===== src/hw/rtl/rgbapm_pkg.sv =====
// Package: pixel beat types, lane type handed along the divider chain, register indexes.
package rgbapm_pkg;

	localparam int CHAN_W    = 8;
	localparam int NUM_CHAN  = 3;
	localparam int REM_W     = 2 * CHAN_W;
	localparam int DSH_W     = 2 * CHAN_W - 1;
	localparam int NUM_CELLS = CHAN_W;
	localparam int LATENCY   = NUM_CELLS + 2;

	localparam int CFG_INDEX_W = 1;
	localparam int CFG_DATA_W  = 1;

	// register indexes
	localparam logic [CFG_INDEX_W-1:0] REG_SOURCE_PREMUL = 1'b0;
	localparam logic [CFG_INDEX_W-1:0] REG_DEST_PREMUL   = 1'b1;

	// premultiply divides by full scale with half-step rounding
	localparam logic [CHAN_W-1:0] FULL_SCALE = 8'd255;
	localparam logic [REM_W-1:0]  PRE_ROUND  = 16'd127;

	typedef struct packed {
		logic [7:0] red_in;
		logic [7:0] green_in;
		logic [7:0] blue_in;
		logic [7:0] alpha_in;
	} pixel_in_t;

	typedef struct packed {
		logic [7:0] red_out;
		logic [7:0] green_out;
		logic [7:0] blue_out;
		logic [7:0] alpha_out;
		logic       invalid_pixel;
	} pixel_out_t;

	typedef struct packed {
		logic src_premul;
		logic dst_premul;
	} mode_t;

	// one pixel in flight through the divider cells
	typedef struct packed {
		logic [NUM_CHAN-1:0][REM_W-1:0]  rem;
		logic [NUM_CHAN-1:0][DSH_W-1:0]  dsh;
		logic [NUM_CHAN-1:0][CHAN_W-1:0] quo;
		logic [CHAN_W-1:0]               alpha;
		logic                            invalid;
	} lane_t;

endpackage


===== src/hw/rtl/rgbapm_front.sv =====
// Front end: channel products, dividend/divisor selection and invalid flag.
module rgbapm_front (
	input  logic                clk,
	input  logic                arst_n,
	input  logic                in_valid,
	input  rgbapm_pkg::pixel_in_t pix,
	input  rgbapm_pkg::mode_t   mode,
	output logic                out_valid,
	output rgbapm_pkg::lane_t   out_lane
);

	localparam int CW = rgbapm_pkg::CHAN_W;
	localparam int RW = rgbapm_pkg::REM_W;
	localparam int NC = rgbapm_pkg::NUM_CHAN;

	logic                       valid_s1;
	logic [NC-1:0][CW-1:0]      chan_s1;
	logic [NC-1:0][RW-1:0]      prod_s1;
	logic [CW-1:0]              alpha_s1;
	logic                       invalid_s1;
	rgbapm_pkg::mode_t          mode_s1;

	logic [NC-1:0][CW-1:0]      chan_in;
	logic [NC-1:0]              over;

	assign chan_in[0] = pix.red_in;
	assign chan_in[1] = pix.green_in;
	assign chan_in[2] = pix.blue_in;

	// color above alpha flags a bad premultiplied source
	always_comb begin
		for (int i = 0; i < NC; i++) begin
			over[i] = chan_in[i] > pix.alpha_in;
		end
	end

	always_ff @(posedge clk or negedge arst_n) begin
		if (!arst_n) begin
			valid_s1 <= 1'b0;
		end else begin
			valid_s1 <= in_valid;
		end
	end

	// stage 1: c*a per channel
	always_ff @(posedge clk) begin
		for (int i = 0; i < NC; i++) begin
			chan_s1[i] <= chan_in[i];
			prod_s1[i] <= RW'(chan_in[i]) * RW'(pix.alpha_in);
		end
		alpha_s1   <= pix.alpha_in;
		invalid_s1 <= mode.src_premul & (|over);
		mode_s1    <= mode;
	end

	// stage 2: pick dividend and divisor for each channel
	logic [NC-1:0][RW-1:0] num_un;
	logic [NC-1:0][RW-1:0] rem_sel;
	logic [NC-1:0][CW-1:0] dvs_sel;

	always_comb begin
		for (int i = 0; i < NC; i++) begin
			// c*255 + a/2
			num_un[i] = {chan_s1[i], {CW{1'b0}}} - {{CW{1'b0}}, chan_s1[i]}
				+ {{(CW+1){1'b0}}, alpha_s1[CW-1:1]};
			if (mode_s1.src_premul == mode_s1.dst_premul) begin
				rem_sel[i] = {{CW{1'b0}}, chan_s1[i]};
				dvs_sel[i] = CW'(1);
			end else if (mode_s1.dst_premul) begin
				rem_sel[i] = prod_s1[i] + rgbapm_pkg::PRE_ROUND;
				dvs_sel[i] = rgbapm_pkg::FULL_SCALE;
			end else if (alpha_s1 == '0) begin
				rem_sel[i] = '0;
				dvs_sel[i] = CW'(1);
			end else if (num_un[i] >= {alpha_s1, {CW{1'b0}}}) begin
				// quotient would pass full scale: saturate
				rem_sel[i] = {{CW{1'b0}}, rgbapm_pkg::FULL_SCALE};
				dvs_sel[i] = CW'(1);
			end else begin
				rem_sel[i] = num_un[i];
				dvs_sel[i] = alpha_s1;
			end
		end
	end

	always_ff @(posedge clk or negedge arst_n) begin
		if (!arst_n) begin
			out_valid <= 1'b0;
		end else begin
			out_valid <= valid_s1;
		end
	end

	always_ff @(posedge clk) begin
		for (int i = 0; i < NC; i++) begin
			out_lane.rem[i] <= rem_sel[i];
			out_lane.dsh[i] <= {dvs_sel[i], {(CW-1){1'b0}}};
			out_lane.quo[i] <= '0;
		end
		out_lane.alpha   <= alpha_s1;
		out_lane.invalid <= invalid_s1;
	end

endmodule


===== src/hw/rtl/rgbapm_div_cell.sv =====
// Divider cell: one restoring quotient bit for each color channel.
module rgbapm_div_cell (
	input  logic              clk,
	input  logic              arst_n,
	input  logic              in_valid,
	input  rgbapm_pkg::lane_t in_lane,
	output logic              out_valid,
	output rgbapm_pkg::lane_t out_lane
);

	localparam int NC = rgbapm_pkg::NUM_CHAN;
	localparam int RW = rgbapm_pkg::REM_W;
	localparam int DW = rgbapm_pkg::DSH_W;
	localparam int CW = rgbapm_pkg::CHAN_W;

	logic [NC-1:0]         ge;
	rgbapm_pkg::lane_t     nxt;

	// trial subtract of the shifted divisor, then shift it down for the next cell
	always_comb begin
		nxt = in_lane;
		for (int i = 0; i < NC; i++) begin
			ge[i]      = in_lane.rem[i] >= RW'(in_lane.dsh[i]);
			nxt.rem[i] = ge[i] ? in_lane.rem[i] - RW'(in_lane.dsh[i]) : in_lane.rem[i];
			nxt.dsh[i] = {1'b0, in_lane.dsh[i][DW-1:1]};
			nxt.quo[i] = {in_lane.quo[i][CW-2:0], ge[i]};
		end
	end

	always_ff @(posedge clk or negedge arst_n) begin
		if (!arst_n) begin
			out_valid <= 1'b0;
		end else begin
			out_valid <= in_valid;
		end
	end

	always_ff @(posedge clk) begin
		out_lane <= nxt;
	end

endmodule


===== src/hw/rtl/rgba8_alpha_premultiply_convert.sv =====
// Top level: mode registers, front end and the row of divider cells.
//
//  channel  | signals                              | handshake
//  ---------+--------------------------------------+----------------------------
//  pixel in | start, busy, pixel                   | beat when start && !busy
//  result   | done, result                         | one-cycle strobe, no stall
//  config   | cfg_we, cfg_index, cfg_data          | write when cfg_we
//
// One pixel accepted every cycle; busy is always low. Each result passes through two
// front-end stages (multiply, operand select) and eight divider cells, one quotient
// bit each. Reset clears the mode registers and the valid chain; nothing needs clearing
// beyond that. The receiver cannot stall.
module rgba8_alpha_premultiply_convert (
	input  logic                                   clk,
	input  logic                                   arst_n,
	input  logic                                   start,
	output logic                                   busy,
	input  rgbapm_pkg::pixel_in_t                  pixel,
	output logic                                   done,
	output rgbapm_pkg::pixel_out_t                 result,
	input  logic                                   cfg_we,
	input  logic [rgbapm_pkg::CFG_INDEX_W-1:0]     cfg_index,
	input  logic [rgbapm_pkg::CFG_DATA_W-1:0]      cfg_data
);

	localparam int NCELL = rgbapm_pkg::NUM_CELLS;

	rgbapm_pkg::mode_t mode_q;

	// mode registers
	always_ff @(posedge clk or negedge arst_n) begin
		if (!arst_n) begin
			mode_q <= '0;
		end else if (cfg_we) begin
			case (cfg_index)
				rgbapm_pkg::REG_SOURCE_PREMUL: mode_q.src_premul <= cfg_data[0];
				rgbapm_pkg::REG_DEST_PREMUL:   mode_q.dst_premul <= cfg_data[0];
				default: ;
			endcase
		end
	end

	assign busy = 1'b0;

	logic              valid_chain [NCELL+1];
	rgbapm_pkg::lane_t lane_chain  [NCELL+1];

	rgbapm_front u_front (
		.clk       (clk),
		.arst_n    (arst_n),
		.in_valid  (start & ~busy),
		.pix       (pixel),
		.mode      (mode_q),
		.out_valid (valid_chain[0]),
		.out_lane  (lane_chain[0])
	);

	// row of divider cells, MSB quotient bit first
	for (genvar k = 0; k < NCELL; k++) begin : g_cell
		rgbapm_div_cell u_cell (
			.clk       (clk),
			.arst_n    (arst_n),
			.in_valid  (valid_chain[k]),
			.in_lane   (lane_chain[k]),
			.out_valid (valid_chain[k+1]),
			.out_lane  (lane_chain[k+1])
		);
	end

	assign done                 = valid_chain[NCELL];
	assign result.red_out       = lane_chain[NCELL].quo[0];
	assign result.green_out     = lane_chain[NCELL].quo[1];
	assign result.blue_out      = lane_chain[NCELL].quo[2];
	assign result.alpha_out     = lane_chain[NCELL].alpha;
	assign result.invalid_pixel = lane_chain[NCELL].invalid;

endmodule


===== config.mk =====
export PLATFORM = sky130hd
export DESIGN_NAME = rgba8_alpha_premultiply_convert
export DESIGN_NICKNAME = d
export VERILOG_FILES = /design/src/hw/rtl/rgbapm_pkg.sv /design/src/hw/rtl/rgbapm_front.sv /design/src/hw/rtl/rgbapm_div_cell.sv /design/src/hw/rtl/rgba8_alpha_premultiply_convert.sv
export SDC_FILE = /design/constraint.sdc
export NUM_CORES = 2
export LEC_CHECK = 0
export ABC_AREA = 1
export BUFFER_PORTS_ARGS = -buffer_cell sky130_fd_sc_hd__buf_2
export CAP_MARGIN = 20
export CORE_UTILIZATION = 60
export DETAILED_ROUTE_END_ITERATION = 10
export PLACE_DENSITY = 0.82
export SLEW_MARGIN = 5
export SYNTH_ARGS = -nofsm -noshare
export SYNTH_HDL_FRONTEND = slang
export SYNTH_SLANG_ARGS = --single-unit

===== constraint.sdc =====
create_clock -name clk -period 3.4 [get_ports clk]
set_input_delay 0.17 -clock clk [delete_from_list [all_inputs] [get_ports clk]]
set_output_delay 0.17 -clock clk [all_outputs]
set_load 0.05 [all_outputs]

[Yosys cells after proc, flatten, opt, wreduce, memory -nomap -nowiden]
Index checks and enable logic that the tools add are counted.
Word-level totals
  bits in registers: 860
  latch bits: 0
  bits in writable memories: 0
  memory bits (read-only): 0
  input port bits: 38
  output and inout port bits: 35
  word-level logic and storage cells: 233
  memories: 0
Cells by class
  $add $sub $neg: 30
  $mul: 3
  div/mod/pow operators: 0
  $lt $le $gt $ge: 30
  eq/ne operators: 1
  shift operators: 0
  multiplexer cells: 42
  bitwise gates (word level): 2
  reductions and logical operators: 7
Operators by type and width (number)
  2-to-1 mux 16 bit: 30
  2-to-1 mux 8 bit: 12
  adder 16 x 7 -> 16 bit: 3
  adder 16 x 7 -> 16 bit, second input constant: 3
  >= comparator 16 x 10 -> 1 bit: 3
  >= comparator 16 x 11 -> 1 bit: 3
  >= comparator 16 x 12 -> 1 bit: 3
  >= comparator 16 x 13 -> 1 bit: 3
  >= comparator 16 x 14 -> 1 bit: 3
  >= comparator 16 x 15 -> 1 bit: 3
  >= comparator 16 bit: 3
  >= comparator 16 x 8 -> 1 bit: 3
  >= comparator 16 x 9 -> 1 bit: 3
  multiplier 8 x 8 -> 16 bit: 3
  subtractor 16 x 10 -> 16 bit: 3
  subtractor 16 x 11 -> 16 bit: 3
  subtractor 16 x 12 -> 16 bit: 3
  subtractor 16 x 13 -> 16 bit: 3
  subtractor 16 x 14 -> 16 bit: 3
  subtractor 16 x 15 -> 16 bit: 3
  subtractor 16 x 8 -> 16 bit: 3
  subtractor 16 x 9 -> 16 bit: 3
  greater-than comparator 8 bit: 3
  OR reduction 4 bit: 3
  other kinds (6): 7

[Longest topological paths before layout]
  word-level depth: 7
  depth in mapped cells: 23
  gate-level depth less buffers: 22

[Modules after synthesis]
A second synthesis with hierarchy kept.
Unflattened totals
  cell total of the unflattened synthesis: 9525
  area, all modules: 66815.3 um^2
Modules (own cells, without submodules)
  rgbapm_div_cell (g_cell[0].u_cell ...): instances 7, cells each 920, area an instance 6368.6 um^2, sequential area each 2487.4 um^2
  rgbapm_front: instances 1, cells each 2152, area an instance 15758.9 um^2, sequential area each 3333.2 um^2
  rgbapm_div_cell (g_cell[5].u_cell): instances 1, cells each 920, area an instance 6378.6 um^2, sequential area each 2487.4 um^2
  rgba8_alpha_premultiply_convert: instances 1, cells each 13, area an instance 97.6 um^2, sequential area each 50.0 um^2

[Least setup slack after synthesis]
No wires, ideal clock.
  path kind: input -> register
  start point: input port pixel[7] (netlist name)
  end point: register u_front.prod_s1[29] (netlist name)
  setup time: 125 ps
  data arrival time: 3906 ps
  required time: 3275 ps
  setup slack: -631 ps
  stages: 16
  path buffers: 1
  cells stage by stage: clkbuf_1 > nand2_1 > fa_1 > fa_1 > inv_1 > fa_1 > inv_1 > fa_1 > inv_1 > ha_1 > nand2_1 > o21ai_0 > nor2_1 > o21ai_0 > a31oi_1 > xor2_1
On the way
  cells in the longest elaborated chain, start to end: 1
RTL lines
  start: declaration: line rgba8_alpha_premultiply_convert.sv:18  | input rgbapm_pkg::pixel_in_t pixel,
  multiplier 8 x 8 -> 16 bit: line rgbapm_front.sv:49  | prod_s1[i] <= RW'(chan_in[i]) * RW'(pix.alpha_in);
  end signal: indexed assignment: line rgbapm_front.sv:49
  end: declaration: line rgbapm_front.sv:18  | logic [NC-1:0][RW-1:0] prod_s1;
Every way passes these cells.
A chain may end at the register's enable or synchronous reset.

[Worst setup path after layout]
  start point: input port pixel[27] (netlist name)
  end point: register u_front.prod_s1[13] (netlist name)
The elaborated chain is that of the path after synthesis.

==> results_dict.tcl <==
set metrics [dict create \
    numClockSinks 860 \
    place_ws_ns -0.5146 \
    worstRegToRegCells 22 \
    synth_fp_nets 5676 \
    crit_path_start_kind "input port" \
    crit_path_max_fanout 8 \
    rsz0062_at_grt "yes" \
    setup_violations 0 \
    crit_type "input port to flop" \
    firstDrtPassIters 6 \
    rr_endpoint "u_front.out_lane[107]" \
    irDropWorstVdd_mv 0.5105 \
    rows 97 \
    fin_crit_sh_pct 97.18 \
    tightest_slew_ns 0.5945 \
    worst-endpoint-arrival_ns 3.83 \
    clock-root-buffer "clkbuf_16" \
    die-width_um 268.3 \
    maxCapViolations 0 \
    hpwl_mm 69.13 \
    crit_path_frequent_cell "inv_1" \
    dr.first_iter.drc_count 1874 \
    tns_ns 0 \
    wire_per_inst_um 13.77 \
    dpl.cell_count 6317 \
    ys_ff_latch 860 \
    hold_class "input port to flop" \
    total_power_w 0.04465 \
    grt_max_degree 45 \
    slew_violations 0 \
    worst_ep_required_time_ns 3.93 \
    hold_path_depth 3 \
    cts.clk_slew.worst_paths_ns 0.06 \
    grt_overflow 0 \
    avgSynthCellArea_um2 8.328 \
    start_util_pct 60.66 \
    drcViolationCount 0 \
    synth.distinct_cells 68 \
    die_h_um 268.3 \
    p_per_area_mw_per_mm2 896.9 \
    p_leak_nw 24.78 \
    slowest_stage "dlygate4sd3_1" \
    dieArea_mm2 0.07200 \
    whs_ns 0.03654 \
    min_to "u_front.alpha_s1[5]" \
    yosysTopAreaCell "dfxtp_1" \
    viasPerCell 5.115 \
    fin_cells 6513 \
    route.antenna.remaining_nets 0 \
    status "finished, final reports clean" \
    post-route-min-period_ns 3.304 \
    r2r-start "u_front.alpha_s1[1]" \
    yosys_warnings 0 \
    io_pins 73 \
    cts_made_buffers 81 \
    grt_pass1_vias 32900 \
    fin_skew_ns 0.01454 \
    grtUsageTotal_pct 24.98 \
    maxSlewHeadroom_pct 60.12 \
    synthCells 5110 \
    tritoncts "yes" \
    cts_buffer_depth 3 \
    synth_edf_count 0 \
    layout-drive-gt1-share_pct 14.27 \
    insertion_delay_ns 0.65 \
    syn-cell-area_mm2 0.04256 \
    antenna_found_initial 0 \
    ys_seq_area_share_pct 40.60 \
    core_mm2 0.07015 \
    end_kind "flop" \
    synthTopCellsByArea "dfxtp_1 40%, ha_1 12%, nand2_1 8.4%" \
    hold_viol_final 0 \
    final_nets 6075 \
    port_buffers 71 \
    hp-start "pixel[5]" \
    r2r_slack_ns 0.12 \
    dr_total_vias 33310 \
    synth_top_flop_cell "dfxtp_1" \
    cts_max_level 3 \
    routed_wl_mm 89.70 \
    place.gp.congestion 0.9484 \
    grt_first_pass_wirelength_mm 148.4 \
    fin_ws_ns 0.09601 \
    cpPeakStageDelay_ns 0.60 \
    yosysTopAreaCellShare_pct 39.89 \
    fmax_mhz 302.7 \
    n_antenna_cell 0 \
    synth_async_sr_flop_share_pct 1.395 \
    cp_cell_sequence "buf_2 -> dlygate4sd3_1 -> buf_4 -> nand2_1 -> inv_1 -> ha_1 -> ha_1 -> inv_1 -> fa_1 -> inv_1 -> ha_1 -> inv_1 -> fa_1 -> nand3b_1 -> nand2_1 -> a21boi_2 -> o21ai_2 -> a31oi_1 -> xor2_1" \
    synthToLayoutAreaGrowth_pct 16.98 \
]
-- stage by stage --
stage | util, % | cell area [um2]
6_report | 70.96 | 49780
4_1_cts | 70.18 | 49230
2_1_floorplan | - | 42880
3_5_place_dp | 65.54 | 45970
5_1_grt | 70.96 | 49780
3_3_place_gp | 65.54 | 45970
-- report_power, final --
part / total [W] / switching, W / internal, W
Sequential: 0.0153 / 0.00182 / 0.0135
Clock: 0.00919 / 0.00384 / 0.00535
Combinational: 0.0202 / 0.0117 / 0.00841
-- critical path: cells and delay by family --
| kind | cells | cell delay (ns) |
|---|---|---|
| AO/OA/AOI/OAI | 3 | 0.31 |
| adder cells (fa/ha/maj) | 5 | 1.61 |
| buffers and inverters | 7 | 1.18 |
| AND/OR/NAND/NOR | 3 | 0.40 |
| XOR/XNOR | 1 | 0.16 |
-- sequential cells by signal, indices dropped and copies added, names as in the netlist --
register                 count
g_cell.u_cell.out_lane     684
g_cell.u_cell.out_valid      8
mode_q                       2
u_front.alpha_s1             8
u_front.chan_s1             24
u_front.invalid_s1           1
u_front.mode_s1              2
u_front.out_lane            81
u_front.out_valid            1
u_front.prod_s1             48
u_front.valid_s1             1
-- how the worst max path moves through the flow --
stage	from	end	slack [ns]	cells after the start
2_1_floorplan	pixel[2]	u_front.prod_s1[29]	-0.23	18
3_3_place_gp	pixel[4]	u_front.prod_s1[29]	-0.46	15
3_5_place_dp	pixel[3]	u_front.prod_s1[29]	-0.51	15
4_1_cts	pixel[23]	u_front.prod_s1[29]	0.02	15
5_1_grt	u_front.alpha_s1[6]	u_front.out_lane[107]	-0.07	19
6_report	pixel[27]	u_front.prod_s1[13]	0.1	19
-- cells in the mapped netlist, drive strengths merged, types with 6 or more instances --
master / count
dfxtp: 848
nand3: 172
o2111ai: 11
ha: 396
or2: 34
a31oi: 15
o31ai: 8
fa: 132
a21o: 23
xor2: 120
nor4: 26
nor3: 76
inv: 941
xnor2: 80
o21ai: 300
a21boi: 6
o211ai: 10
dfrtp: 12
o221ai: 7
nor2: 348
a21oi: 338
nand2: 983
nand4: 89
clkbuf: 31
buf: 39
o21a: 6
nand3b: 27
o21bai: 13
-- timing repair --
item                                   in CTS  in global routing
buffers inserted                            2                  7
cloned                                      2                  1
setup endpoints to repair                  67                 85
hold buffers                               37                  2
pin swaps                                   3                 52
endpoints found under the hold margin      46                  2
resized for setup                          21                115
-- routing by layer --
layer / share of wire (%) / global-route usage [%]
met4: 4.4 / 12.40
met2: 50 / 46.01
met1: 42 / 28.21
met3: 3.7 / 3.226
met5: 0 / 0
-- cell families (layout without fill, tap and decap cells) --
logic type	Yosys count	after routing	synth area share (%)
simple gates	1763	1766	18.24
buf+inv	1013	1473	9.306
flops	860	860	40.60
compound gates	744	744	9.838
fa+ha+maj	528	528	17.85
xor+xnor	200	200	4.134
other cells	1	1	0.008812
mux	1	1	0.02352
-- layout make-up --
type	count	area (um2)
clock buffer	103	2240
clock inverter	44	546.8
fill	5203	20370
inverter	943	3547
multi-input combinational	3240	22050
sequential	860	17280
tap	940	1176
timing repair buffer	383	2940
-- placed cells by master (no fill, tap or decap), types with 9 or more instances in the layout --
master | netlist | layout
o21ai_1 | 64 | 69
buf_2 | 19 | 62
nor2_1 | 327 | 319
nand3_1 | 160 | 154
a21o_1 | 23 | 23
o2111ai_1 | 11 | 11
nand2_1 | 953 | 925
clkinv_2 | 0 | 17
dfrtp_1 | 12 | 12
o21bai_1 | 12 | 12
nand2_2 | 24 | 46
xor2_1 | 119 | 116
o21ai_0 | 217 | 206
buf_6 | 11 | 16
inv_2 | 23 | 35
ha_1 | 396 | 363
a31oi_1 | 13 | 13
or2_2 | 33 | 33
nand4_1 | 86 | 86
a21oi_2 | 11 | 32
o21ai_2 | 18 | 24
nor2_2 | 16 | 23
clkbuf_8 | 0 | 13
nand2_4 | 5 | 12
dlygate4sd3_1 | 0 | 37
inv_1 | 917 | 904
nor3_1 | 71 | 70
o211ai_1 | 10 | 10
clkbuf_1 | 31 | 9
clkbuf_16 | 0 | 81
ha_4 | 0 | 28
nor4_1 | 26 | 26
a21oi_1 | 327 | 304
nand3_2 | 11 | 18
dfxtp_1 | 848 | 842
buf_4 | 8 | 258
nand3b_1 | 24 | 24
xnor2_1 | 80 | 80
fa_1 | 132 | 127
(Power assumes the default switching activity.)
